$ cat src/rtl/itda_pkg.sv
// ----------------------------------------------------------------------------
// itda_pkg: shared types and constants for the integer to decimal ASCII block
// Character codes, BCD geometry, sequencer states and converter status.
// ----------------------------------------------------------------------------
package itda_pkg;

   localparam int BIN_W      = 32;             // input integer width
   localparam int DIGIT_W    = 4;              // one BCD digit
   localparam int NUM_DIGITS = 10;             // enough for 2147483648
   localparam int BCD_W      = NUM_DIGITS * DIGIT_W;
   localparam int IDX_W      = 4;              // digit index 0..9
   localparam int CHAR_W     = 8;
   localparam int STEP_BITS  = 4;              // input bits folded in per pass
   localparam int NUM_PASSES = BIN_W / STEP_BITS;
   localparam int PASS_W     = $clog2(NUM_PASSES);

   localparam logic [CHAR_W-1:0] CHAR_ZERO  = 8'd48;  // '0'
   localparam logic [CHAR_W-1:0] CHAR_NINE  = 8'd57;  // '9'
   localparam logic [CHAR_W-1:0] CHAR_MINUS = 8'd45;  // '-'

   typedef enum logic [1:0] {
      ST_IDLE,
      ST_CONVERT,
      ST_SIGN,
      ST_DIGITS
   } state_type;

   typedef struct packed {
      logic busy;
      logic done;    // one-cycle pulse, BCD result valid
   } conv_status_type;

endpackage

$ cat src/rtl/int_to_decimal_ascii_top.sv
// ----------------------------------------------------------------------------
// int_to_decimal_ascii_top: signed 32-bit integer to decimal ASCII text
// Emits '-' for negatives, then digits MSD first without leading zeros.
// ----------------------------------------------------------------------------
//
//  channel | dir | tdata (low bit up)        | side band
//  --------+-----+---------------------------+--------------------------
//  req_    | in  | [31:0] value (signed)     | -
//  rsp_    | out | [7:0]  char_code          | tlast = is_last
//
//  Steps: accept, run the BCD converter (4 bits per pass over the
//  shared add-3/shift unit), pick the leading digit, then send the
//  characters (1 to 11) as the receiver takes them.
//  req_tready is high only while idle. A stalled rsp_ holds its character.
//  Reset (synchronous, active high) returns the sequencer to idle.
//
module int_to_decimal_ascii_top (
   input  logic        clock,
   input  logic        reset,
   input  logic        req_tvalid,
   output logic        req_tready,
   input  logic [31:0] req_tdata,   // [31:0] value
   output logic        rsp_tvalid,
   input  logic        rsp_tready,
   output logic [7:0]  rsp_tdata,   // [7:0] char_code
   output logic        rsp_tlast    // is_last
);

   itda_pkg::state_type            state_ff, state_in;
   logic                           neg_ff, neg_in;
   logic [itda_pkg::IDX_W-1:0]     idx_ff, idx_in;

   itda_pkg::conv_status_type      conv_status;
   logic [itda_pkg::BCD_W-1:0]     conv_bcd;
   logic                           conv_start;
   logic [itda_pkg::BIN_W-1:0]     mag;
   logic [itda_pkg::IDX_W-1:0]     lead_idx;
   logic [itda_pkg::DIGIT_W-1:0]   cur_digit;
   logic                           req_fire;
   logic                           rsp_fire;

   assign req_fire = req_tvalid & req_tready;
   assign rsp_fire = rsp_tvalid & rsp_tready;

   // two's complement magnitude; the most negative value maps to 2^31
   assign mag = req_tdata[31] ? (~req_tdata + 32'd1) : req_tdata;

   itda_conv u_conv (
      .clock  (clock),
      .reset  (reset),
      .start  (conv_start),
      .mag    (mag),
      .status (conv_status),
      .bcd    (conv_bcd)
   );

   // most significant nonzero digit; zero keeps index 0 so '0' goes out
   always_comb begin
      lead_idx = '0;
      for (int i = 1; i < itda_pkg::NUM_DIGITS; i++) begin
         if (conv_bcd[i*itda_pkg::DIGIT_W +: itda_pkg::DIGIT_W] != '0) begin
            lead_idx = itda_pkg::IDX_W'(i);
         end
      end
   end

   assign cur_digit = conv_bcd[idx_ff*itda_pkg::DIGIT_W +: itda_pkg::DIGIT_W];

   // next state
   always_comb begin
      state_in = state_ff;
      neg_in   = neg_ff;
      idx_in   = idx_ff;
      case (state_ff)
         itda_pkg::ST_IDLE: begin
            if (req_fire) begin
               neg_in   = req_tdata[31];
               state_in = itda_pkg::ST_CONVERT;
            end
         end
         itda_pkg::ST_CONVERT: begin
            if (conv_status.done) begin
               idx_in   = lead_idx;
               state_in = neg_ff ? itda_pkg::ST_SIGN : itda_pkg::ST_DIGITS;
            end
         end
         itda_pkg::ST_SIGN: begin
            if (rsp_fire) begin
               state_in = itda_pkg::ST_DIGITS;
            end
         end
         itda_pkg::ST_DIGITS: begin
            if (rsp_fire) begin
               if (idx_ff == '0) begin
                  state_in = itda_pkg::ST_IDLE;
               end else begin
                  idx_in = idx_ff - 1'b1;
               end
            end
         end
         default: begin
            state_in = itda_pkg::ST_IDLE;
         end
      endcase
   end

   // outputs
   always_comb begin
      req_tready = 1'b0;
      rsp_tvalid = 1'b0;
      rsp_tdata  = itda_pkg::CHAR_ZERO;
      rsp_tlast  = 1'b0;
      conv_start = 1'b0;
      case (state_ff)
         itda_pkg::ST_IDLE: begin
            req_tready = 1'b1;
            conv_start = req_tvalid;
         end
         itda_pkg::ST_CONVERT: begin
         end
         itda_pkg::ST_SIGN: begin
            rsp_tvalid = 1'b1;
            rsp_tdata  = itda_pkg::CHAR_MINUS;
         end
         itda_pkg::ST_DIGITS: begin
            rsp_tvalid = 1'b1;
            rsp_tdata  = itda_pkg::CHAR_ZERO + {4'b0, cur_digit};
            rsp_tlast  = (idx_ff == '0);
         end
         default: begin
         end
      endcase
   end

   always_ff @(posedge clock) begin
      if (reset) begin
         state_ff <= itda_pkg::ST_IDLE;
         neg_ff   <= 1'b0;
         idx_ff   <= '0;
      end else begin
         state_ff <= state_in;
         neg_ff   <= neg_in;
         idx_ff   <= idx_in;
      end
   end

   // ---- checks ----
   a_done_in_convert: assert property (@(posedge clock) disable iff (reset)
      conv_status.done |-> (state_ff == itda_pkg::ST_CONVERT))
      else $error("converter finished outside the convert state");

   a_sign_only_neg: assert property (@(posedge clock) disable iff (reset)
      (state_ff == itda_pkg::ST_SIGN) |-> neg_ff)
      else $error("minus sign for a non-negative value");

   a_no_overlap: assert property (@(posedge clock) disable iff (reset)
      rsp_tvalid |-> (!req_tready && !conv_status.busy))
      else $error("output while accepting or converting");

   a_char_range: assert property (@(posedge clock) disable iff (reset)
      (state_ff == itda_pkg::ST_DIGITS) |->
         (rsp_tdata >= itda_pkg::CHAR_ZERO && rsp_tdata <= itda_pkg::CHAR_NINE))
      else $error("digit character out of range");

endmodule

$ cat src/rtl/itda_conv.sv
// ----------------------------------------------------------------------------
// itda_conv: iterative binary to BCD converter
// Shift-and-add-3 over a 40-bit BCD register, four input bits per pass.
// ----------------------------------------------------------------------------
module itda_conv (
   input  logic                          clock,
   input  logic                          reset,
   input  logic                          start,
   input  logic [itda_pkg::BIN_W-1:0]    mag,
   output itda_pkg::conv_status_type     status,
   output logic [itda_pkg::BCD_W-1:0]    bcd
);

   logic [itda_pkg::BIN_W-1:0]  bin_ff, bin_in;
   logic [itda_pkg::BCD_W-1:0]  bcd_ff, bcd_in;
   logic [itda_pkg::PASS_W-1:0] pass_ff, pass_in;
   logic                        busy_ff, busy_in;
   logic                        done_ff, done_in;
   logic [itda_pkg::BCD_W-1:0]  step_bcd;

   function automatic logic [itda_pkg::DIGIT_W-1:0] adjust(
      input logic [itda_pkg::DIGIT_W-1:0] d);
      adjust = (d >= 4'd5) ? d + 4'd3 : d;
   endfunction

   // one pass: STEP_BITS dependent add-3/shift steps on the digits
   always_comb begin
      logic [itda_pkg::BCD_W-1:0] t;
      t = bcd_ff;
      for (int k = 0; k < itda_pkg::STEP_BITS; k++) begin
         for (int d = 0; d < itda_pkg::NUM_DIGITS; d++) begin
            t[d*itda_pkg::DIGIT_W +: itda_pkg::DIGIT_W] =
               adjust(t[d*itda_pkg::DIGIT_W +: itda_pkg::DIGIT_W]);
         end
         t = {t[itda_pkg::BCD_W-2:0], bin_ff[itda_pkg::BIN_W-1-k]};
      end
      step_bcd = t;
   end

   always_comb begin
      bin_in  = bin_ff;
      bcd_in  = bcd_ff;
      pass_in = pass_ff;
      busy_in = busy_ff;
      done_in = 1'b0;
      if (start) begin
         bin_in  = mag;
         bcd_in  = '0;
         pass_in = '0;
         busy_in = 1'b1;
      end else if (busy_ff) begin
         bin_in  = bin_ff << itda_pkg::STEP_BITS;
         bcd_in  = step_bcd;
         pass_in = pass_ff + 1'b1;
         if (pass_ff == itda_pkg::PASS_W'(itda_pkg::NUM_PASSES - 1)) begin
            busy_in = 1'b0;
            done_in = 1'b1;
         end
      end
   end

   always_ff @(posedge clock) begin
      if (reset) begin
         pass_ff <= '0;
         busy_ff <= 1'b0;
         done_ff <= 1'b0;
      end else begin
         pass_ff <= pass_in;
         busy_ff <= busy_in;
         done_ff <= done_in;
      end
   end

   always_ff @(posedge clock) begin
      bin_ff <= bin_in;
      bcd_ff <= bcd_in;
   end

   assign status.busy = busy_ff;
   assign status.done = done_ff;
   assign bcd         = bcd_ff;

endmodule

$ cat config.mk
export PLATFORM = sky130hd
export DESIGN_NAME = int_to_decimal_ascii_top
export DESIGN_NICKNAME = d
export VERILOG_FILES = /design/src/rtl/itda_pkg.sv /design/src/rtl/int_to_decimal_ascii_top.sv /design/src/rtl/itda_conv.sv
export SDC_FILE = /design/constraint.sdc
export NUM_CORES = 1
export LEC_CHECK = 0
export BUFFER_PORTS_ARGS = -buffer_cell sky130_fd_sc_hd__buf_2
export CAP_MARGIN = 20
export CELL_PAD_IN_SITES_DETAIL_PLACEMENT = 1
export CELL_PAD_IN_SITES_GLOBAL_PLACEMENT = 2
export CORE_MARGIN = 2
export CORE_UTILIZATION = 40
export CTS_CLUSTER_DIAMETER = 50
export DETAILED_ROUTE_END_ITERATION = 8
export PLACE_DENSITY = 0.88
export SYNTH_ARGS = -nofsm -noshare
export SYNTH_HDL_FRONTEND = slang
export SYNTH_SLANG_ARGS = --single-unit
$ cat constraint.sdc
create_clock -name clock -period 10.2 [get_ports clock]
set_clock_uncertainty 0.1 [all_clocks]
set_input_delay 2.04 -clock clock [delete_from_list [all_inputs] [get_ports clock]]
set_output_delay 2.04 -clock clock [all_outputs]
set_load 0.02 [all_outputs]
==> results.toml, run 1 <==
[clock_tree]
cts_resized = 0
cts_sinks = 84
cts_setup_buffers = 0
cts_tree = "built"
clk_latency_ns = 0.35
ctsHoldBuffers = 0
cts.clk_slew.worst_paths_ns = 0.07
htree_levels = 3
cts_buffers = 9
cts_buffer_depth = 2
clockRootBuffer = "clkbuf_16"

[timing]
rsz0062_at_grt = "no"
max_freq_ghz = 0.208
slew_headroom_pct = 34.5
fin_crit_sh_pct = 47.2
worst_slack_ns = 5.38
hold_violations = 0
min_period_ns = 4.82
setup_violations = 0
drv_slew = 0
fin_setup_tns_ns = 0
tightest_slew_ns = 0.977

[global_route]
antenna_found_initial = 0
grt_start_max_net_pins = 68
overflow = 0
grt_first_pass_wirelength_um = 43300
first_global_vias = 8596
grt_usage_pct = 21.7

[route]
drc = 0
postRouteAntennaNets = 0
vias = 8918
vias_per_cell = 6.04
drt_iter0_markers = 408
wl_per_cell_um = 17.4
drt_first_pass_iters = 5
wl_um = 25700

[finish]
drive_above_1_share_pct = 10.4
antenna_cells = 0
final_nets = 1270
areaGrowthSynthToFinish_pct = 7.12
nFillCells = 2794

[yosys]
synthCells = 1197
synth.distinct_cells = 87
synth-edff-count = 32
async_reset_ff_share_pct = 0
ys_seq_area_share_pct = 22.2
ys_seq_elements = 84
synth_area_mm2 = 0.00903
synthFlopType = "dfxtp_1"
syn_avg_cell_area_um2 = 7.54
ys_warn_count = 0

[floorplan]
fp.dieW_um = 154
core-area_mm2 = 0.0220
die_h_um = 154
start_util_pct = 41.1
ios = 47
design.die.area_mm2 = 0.0238
rows = 54

[hold_path]
hold_path.startpoint = "neg_ff"
min_path_type = "reg2reg"

[worst_setup_path]
r2r-start = "u_conv.bcd[28]"
startpoint_type = "flip-flop"
worstPathRequired_ns = 10.35
crit_fanout = 8
critPathKind = "reg2reg"
arrival_ns = 4.96
worst_setup_path_end_kind = "flip-flop"
setup.worst_path.start = "u_conv.bcd[28]"

[run_status]
outcome = "finished, final reports clean"

[place]
io_buffers = 43
gp_congestion = 0.822
pre_cts_ws_ns = 5.08
dpl.hpwl_um = 19200

[job]
max-cap-violations = 0
## sequential cells by signal, indices dropped and copies added (netlist names)
register        count
u_conv.done_ff      1
state_ff            2
idx_ff              4
u_conv.bin_ff      32
u_conv.pass_ff      3
u_conv.busy_ff      1
u_conv.bcd         40
neg_ff              1
## worst paths after layout
| kind | to | cells after the start | slack [ns] |
|---|---|---|---|
| setup / recovery | u_conv.bcd[35] | 15 | 5.38 |
| setup reg to reg | u_conv.bcd[35] | 15 | 5.38 |
| hold reg to reg | neg_ff | 2 | 0.38 |
| hold / removal | neg_ff | 2 | 0.38 |
## final cells by class
cell class	instances	area (µm²)	area share, %
flip-flops and latches	84	2000	20.7
clock buffers	9	225	2.33
well taps	280	350	3.62
repair buffers	52	283	2.92
clock inverters	7	51.3	0.530
inverters	44	165	1.71
multi-input cells	1001	6600	68.2
## synth_stat cells, drive strengths merged (9+ instances only)
| library cell | n | share of area (%) |
|---|---|---|
| a21o | 17 | 1.4 |
| dfxtp | 52 | 12 |
| and2 | 15 | 1.0 |
| xor2 | 28 | 2.7 |
| nor3b | 9 | 0.80 |
| nor3 | 41 | 2.3 |
| mux2i | 39 | 4.3 |
| ha | 42 | 5.8 |
| nand3 | 33 | 1.8 |
| a31oi | 18 | 1.2 |
| o31ai | 17 | 1.6 |
| a211oi | 18 | 1.6 |
| o22ai | 14 | 0.97 |
| nor2 | 100 | 4.2 |
| nor4 | 9 | 0.62 |
| mux2 | 14 | 1.8 |
| o21ai | 111 | 6.2 |
| nand2 | 143 | 5.9 |
| o211ai | 17 | 1.4 |
| o221ai | 9 | 0.87 |
| or3 | 20 | 1.6 |
| a21oi | 70 | 4.0 |
| xnor2 | 26 | 2.5 |
| nand4 | 12 | 0.83 |
| edfxtp | 32 | 11 |
| nor2b | 10 | 0.69 |
| buf | 11 | 0.61 |
| inv | 44 | 1.8 |
| clkbuf | 58 | 2.4 |
| maj3 | 9 | 1.0 |
| nand2b | 20 | 1.4 |
## worst max-delay path, cell delays in order, from the launching register on
cell,delay (ns)
dfxtp_1,0.35
inv_1,0.13
ha_1,0.23
nand2b_1,0.08
a21oi_1,0.40
mux2i_1,0.59
o21ai_1,0.23
xnor2_1,0.57
inv_1,0.13
ha_1,0.34
a21oi_1,0.13
nor3_1,0.06
a311oi_1,0.83
nor2_1,0.09
a22o_1,0.23
a31o_2,0.21
## cell families (layout without fill, tap and decap cells)
logic type               after synthesis  after routing  synth area share [%]
AO/OA/AOI/OAI                        384            384                  28.5
multiplexers                          61             61                  8.11
adder cells (fa/ha/maj)               51             51                  6.82
other                                  2              3                0.0832
AND/OR/NAND/NOR                      448            448                  24.2
buffers and inverters                113            112                  4.85
XOR/XNOR                              54             54                  5.24
flip-flops                            84             84                  22.2
## metrics by stage
stage,hold slack [ns],area (µm²),instances,utilization [%]
after floorplan,0.337,9030,1198,-
after global placement,0.349,9400,1461,42.8
after detailed placement,0.366,9400,1461,42.8
after CTS,0.375,9670,1477,44.1
after global routing,0.402,9670,1477,44.1
final,0.377,9670,1477,44.1
## layout by cell type (no fill, tap or decap), drive strengths merged, types with 39 or more instances in the layout
master / count
nand2: 143
nor2: 100
a21oi: 70
mux2i: 39
buf: 52
inv: 46
nor3: 41
dfxtp: 52
ha: 42
o21ai: 111
## metal layers
metal	vias to the layer above	global-route usage [%]	part of all wire (%)
met1	4325	29.7	48
met2	117	37.2	48
li1	4463	-	-
met5	-	0	0
met3	13	2.86	2.9
met4	0	3.62	0.78
Power of run 1 is left out: the tool's default activity adds up to more than one toggle a clock period on the data nets, which glitch-free logic cannot reach.
==> run 2: changes to the inputs <==
Settings changed: ABC_AREA set to 1, CORE_UTILIZATION 40 to 35, PLACE_DENSITY 0.88 to 0.83.
Clock period 10.2 ns to 4.6 ns, I/O delays scaled along.
==> run 2 against run 1 <==
  * Synthesized area shrank 5.9%
  * Sequential cell count is the same
  * Clock-buffer cell count is the same
  * Register-to-register slack lost 4.3 ns
  * Sequential share of layout area grew 0.64 points
  * Utilization shrank 5.1 points
  * Critical endpoint is now rsp_tdata[2]
  * Highest routed layer is now met5
==> results.toml, run 2 <==
[worst_setup_path]
crit_slowest_cell = "dfxtp_1"
r2r_slack_ns = 1.06
setup.worst_path.start = "idx_ff[0]"
path_cells = "clkinv_1 -> o21ai_0 -> nand2_1 -> a221o_1 -> o21ai_0 -> inv_1 -> buf_2"
worst_setup_path_end_kind = "output pin"
startpoint_type = "flip-flop"
arrival_ns = 2.93
crit_fanout = 25
max_stage_delay_ns = 0.79
r2r-start = "u_conv.bcd[32]"
worstPathRequired_ns = 3.58
cp_common_cell = "o21ai_0"
critPathKind = "reg2out"

[yosys]
synth.distinct_cells = 41
post-synth-top-count-cell = "nand2_1"
synth_area_mm2 = 0.00850
ys_seq_area_share_pct = 23.6
synthTopCellsByArea = "nand2_1 (16%), dfxtp_1 (12%), edfxtp_1 (11%), nand3_1 (7.5%), inv_1 (7.3%)"
synthCells = 1323
synth-edff-count = 32
synth_top_area_cell = "nand2_1"
syn_avg_cell_area_um2 = 6.42
ys_warn_count = 0
synth_top_cell_area_share_pct = 15.9
synthFlopType = "dfxtp_1"
synthTopCellsByCount = "nand2_1 (361), inv_1 (166), nand3_1 (127)"
async_reset_ff_share_pct = 0
ys_seq_elements = 84

[clock_tree]
cts_tree = "built"
htree_levels = 3
cts_resized = 0
cts_setup_buffers = 0
clk_latency_ns = 0.36
cts_sinks = 84
ctsHoldBuffers = 0
cts_buffer_depth = 2
cts_buffers = 9
cts.clk_slew.worst_paths_ns = 0.07
clockRootBuffer = "clkbuf_16"

[route]
wl_per_cell_um = 14.1
postRouteAntennaNets = 0
met1_length_um = 11400
wl_um = 23800
drt_first_pass_iters = 4
drt_iter0_markers = 381
dr_wl_met3_um = 603
drc = 0
route.met2.wl_um = 11700
top_layer = "met5"
vias = 8396
vias_per_cell = 4.97

[finish]
areaGrowthSynthToFinish_pct = 10.4
largest_reg_flops = 40
final_nets = 1439
final_cell_mix = "nand2_1 (361), inv_1 (165), nand3_1 (127)"
final_common_cell = "nand2_1"
nFillCells = 3287
drive_above_1_share_pct = 18.3

[global_route]
first_global_vias = 8448
grt_first_pass_wirelength_um = 40700
antenna_found_initial = 2
grt_start_max_net_pins = 59
overflow = 0
grt_usage_pct = 19.1

[floorplan]
design.die.area_mm2 = 0.0255
core-area_mm2 = 0.0241
start_util_pct = 35.2
die_h_um = 160
rows = 57
fp.dieW_um = 160
ios = 47

[timing]
fin_crit_sh_pct = 85.8
hold_violations = 0
drv_slew = 0
rsz0062_at_grt = "no"
min_period_ns = 3.95
tightest_slew_ns = 0.761
setup_violations = 0
slew_headroom_pct = 49.2
max_freq_ghz = 0.253
fin_setup_tns_ns = 0

[run_status]
outcome = "finished, final reports clean"

[hold_path]
min_path_type = "reg2reg"
hold_path.startpoint = "u_conv.bin_ff[28]"

[job]
max-cap-violations = 0

[place]
gp_congestion = 0.815
io_buffers = 43
dpl.hpwl_um = 19200
-- run 2: worst paths after layout --
path,to,cells after the start
worst max-delay path,rsp_tdata[2],7
worst min-delay path,u_conv.bcd[0],2
worst max register to register,u_conv.bcd[38],28
worst min register to register,u_conv.bcd[0],2
-- run 2: worst max-delay path, delay by kind of cell (launching register included) --
family / cells / cell delay, ns
simple gates: 1 / 0.08
buf+inv: 3 / 0.83
compound gates: 3 / 0.86
flops: 1 / 0.79
-- run 2: kinds of logic (layout without fill, tap and decap cells) --
logic type / count (synthesis) / in the layout / synth area share [%]
adder cells (fa/ha/maj): 42 / 42 / 6.19
AND/OR/NAND/NOR: 732 / 732 / 42.5
XOR/XNOR: 37 / 37 / 3.90
buffers and inverters: 220 / 262 / 10.1
other: 2 / 4 / 0.0884
AO/OA/AOI/OAI: 206 / 206 / 13.7
flip-flops: 84 / 84 / 23.6
-- run 2: area by class of cell --
class,count,area [µm²],area share [%]
multi-input cells,1020,5640,60.2
flip-flops and latches,84,2000,21.3
inverters,194,728,7.76
well taps,324,405,4.32
repair buffers,52,295,3.15
clock buffers,9,225,2.40
clock inverters,7,78.8,0.840
diodes,1,2.50,0.0267
-- run 2: layer usage --
metal | GRT usage [%] | up-vias
met2 | 34.6 | 79
met3 | 2.99 | 17
met4 | 3.11 | 2
li1 | - | 4371
met1 | 24.4 | 3927
met5 | 0 | -
-- run 2: through the flow --
stage	cells	hold slack (ns)	util, %	worst slack (ns)	area (µm²)
after floorplan	1324	0.322	-	1.49	8500
after global placement	1673	0.332	37.6	1.11	9050
after detailed placement	1673	0.343	37.6	1.03	9050
after CTS	1689	0.359	38.8	0.642	9360
after global routing	1690	0.400	38.9	0.263	9380
final	1691	0.357	38.9	0.653	9380
Power of run 2 is left out for the same reason.
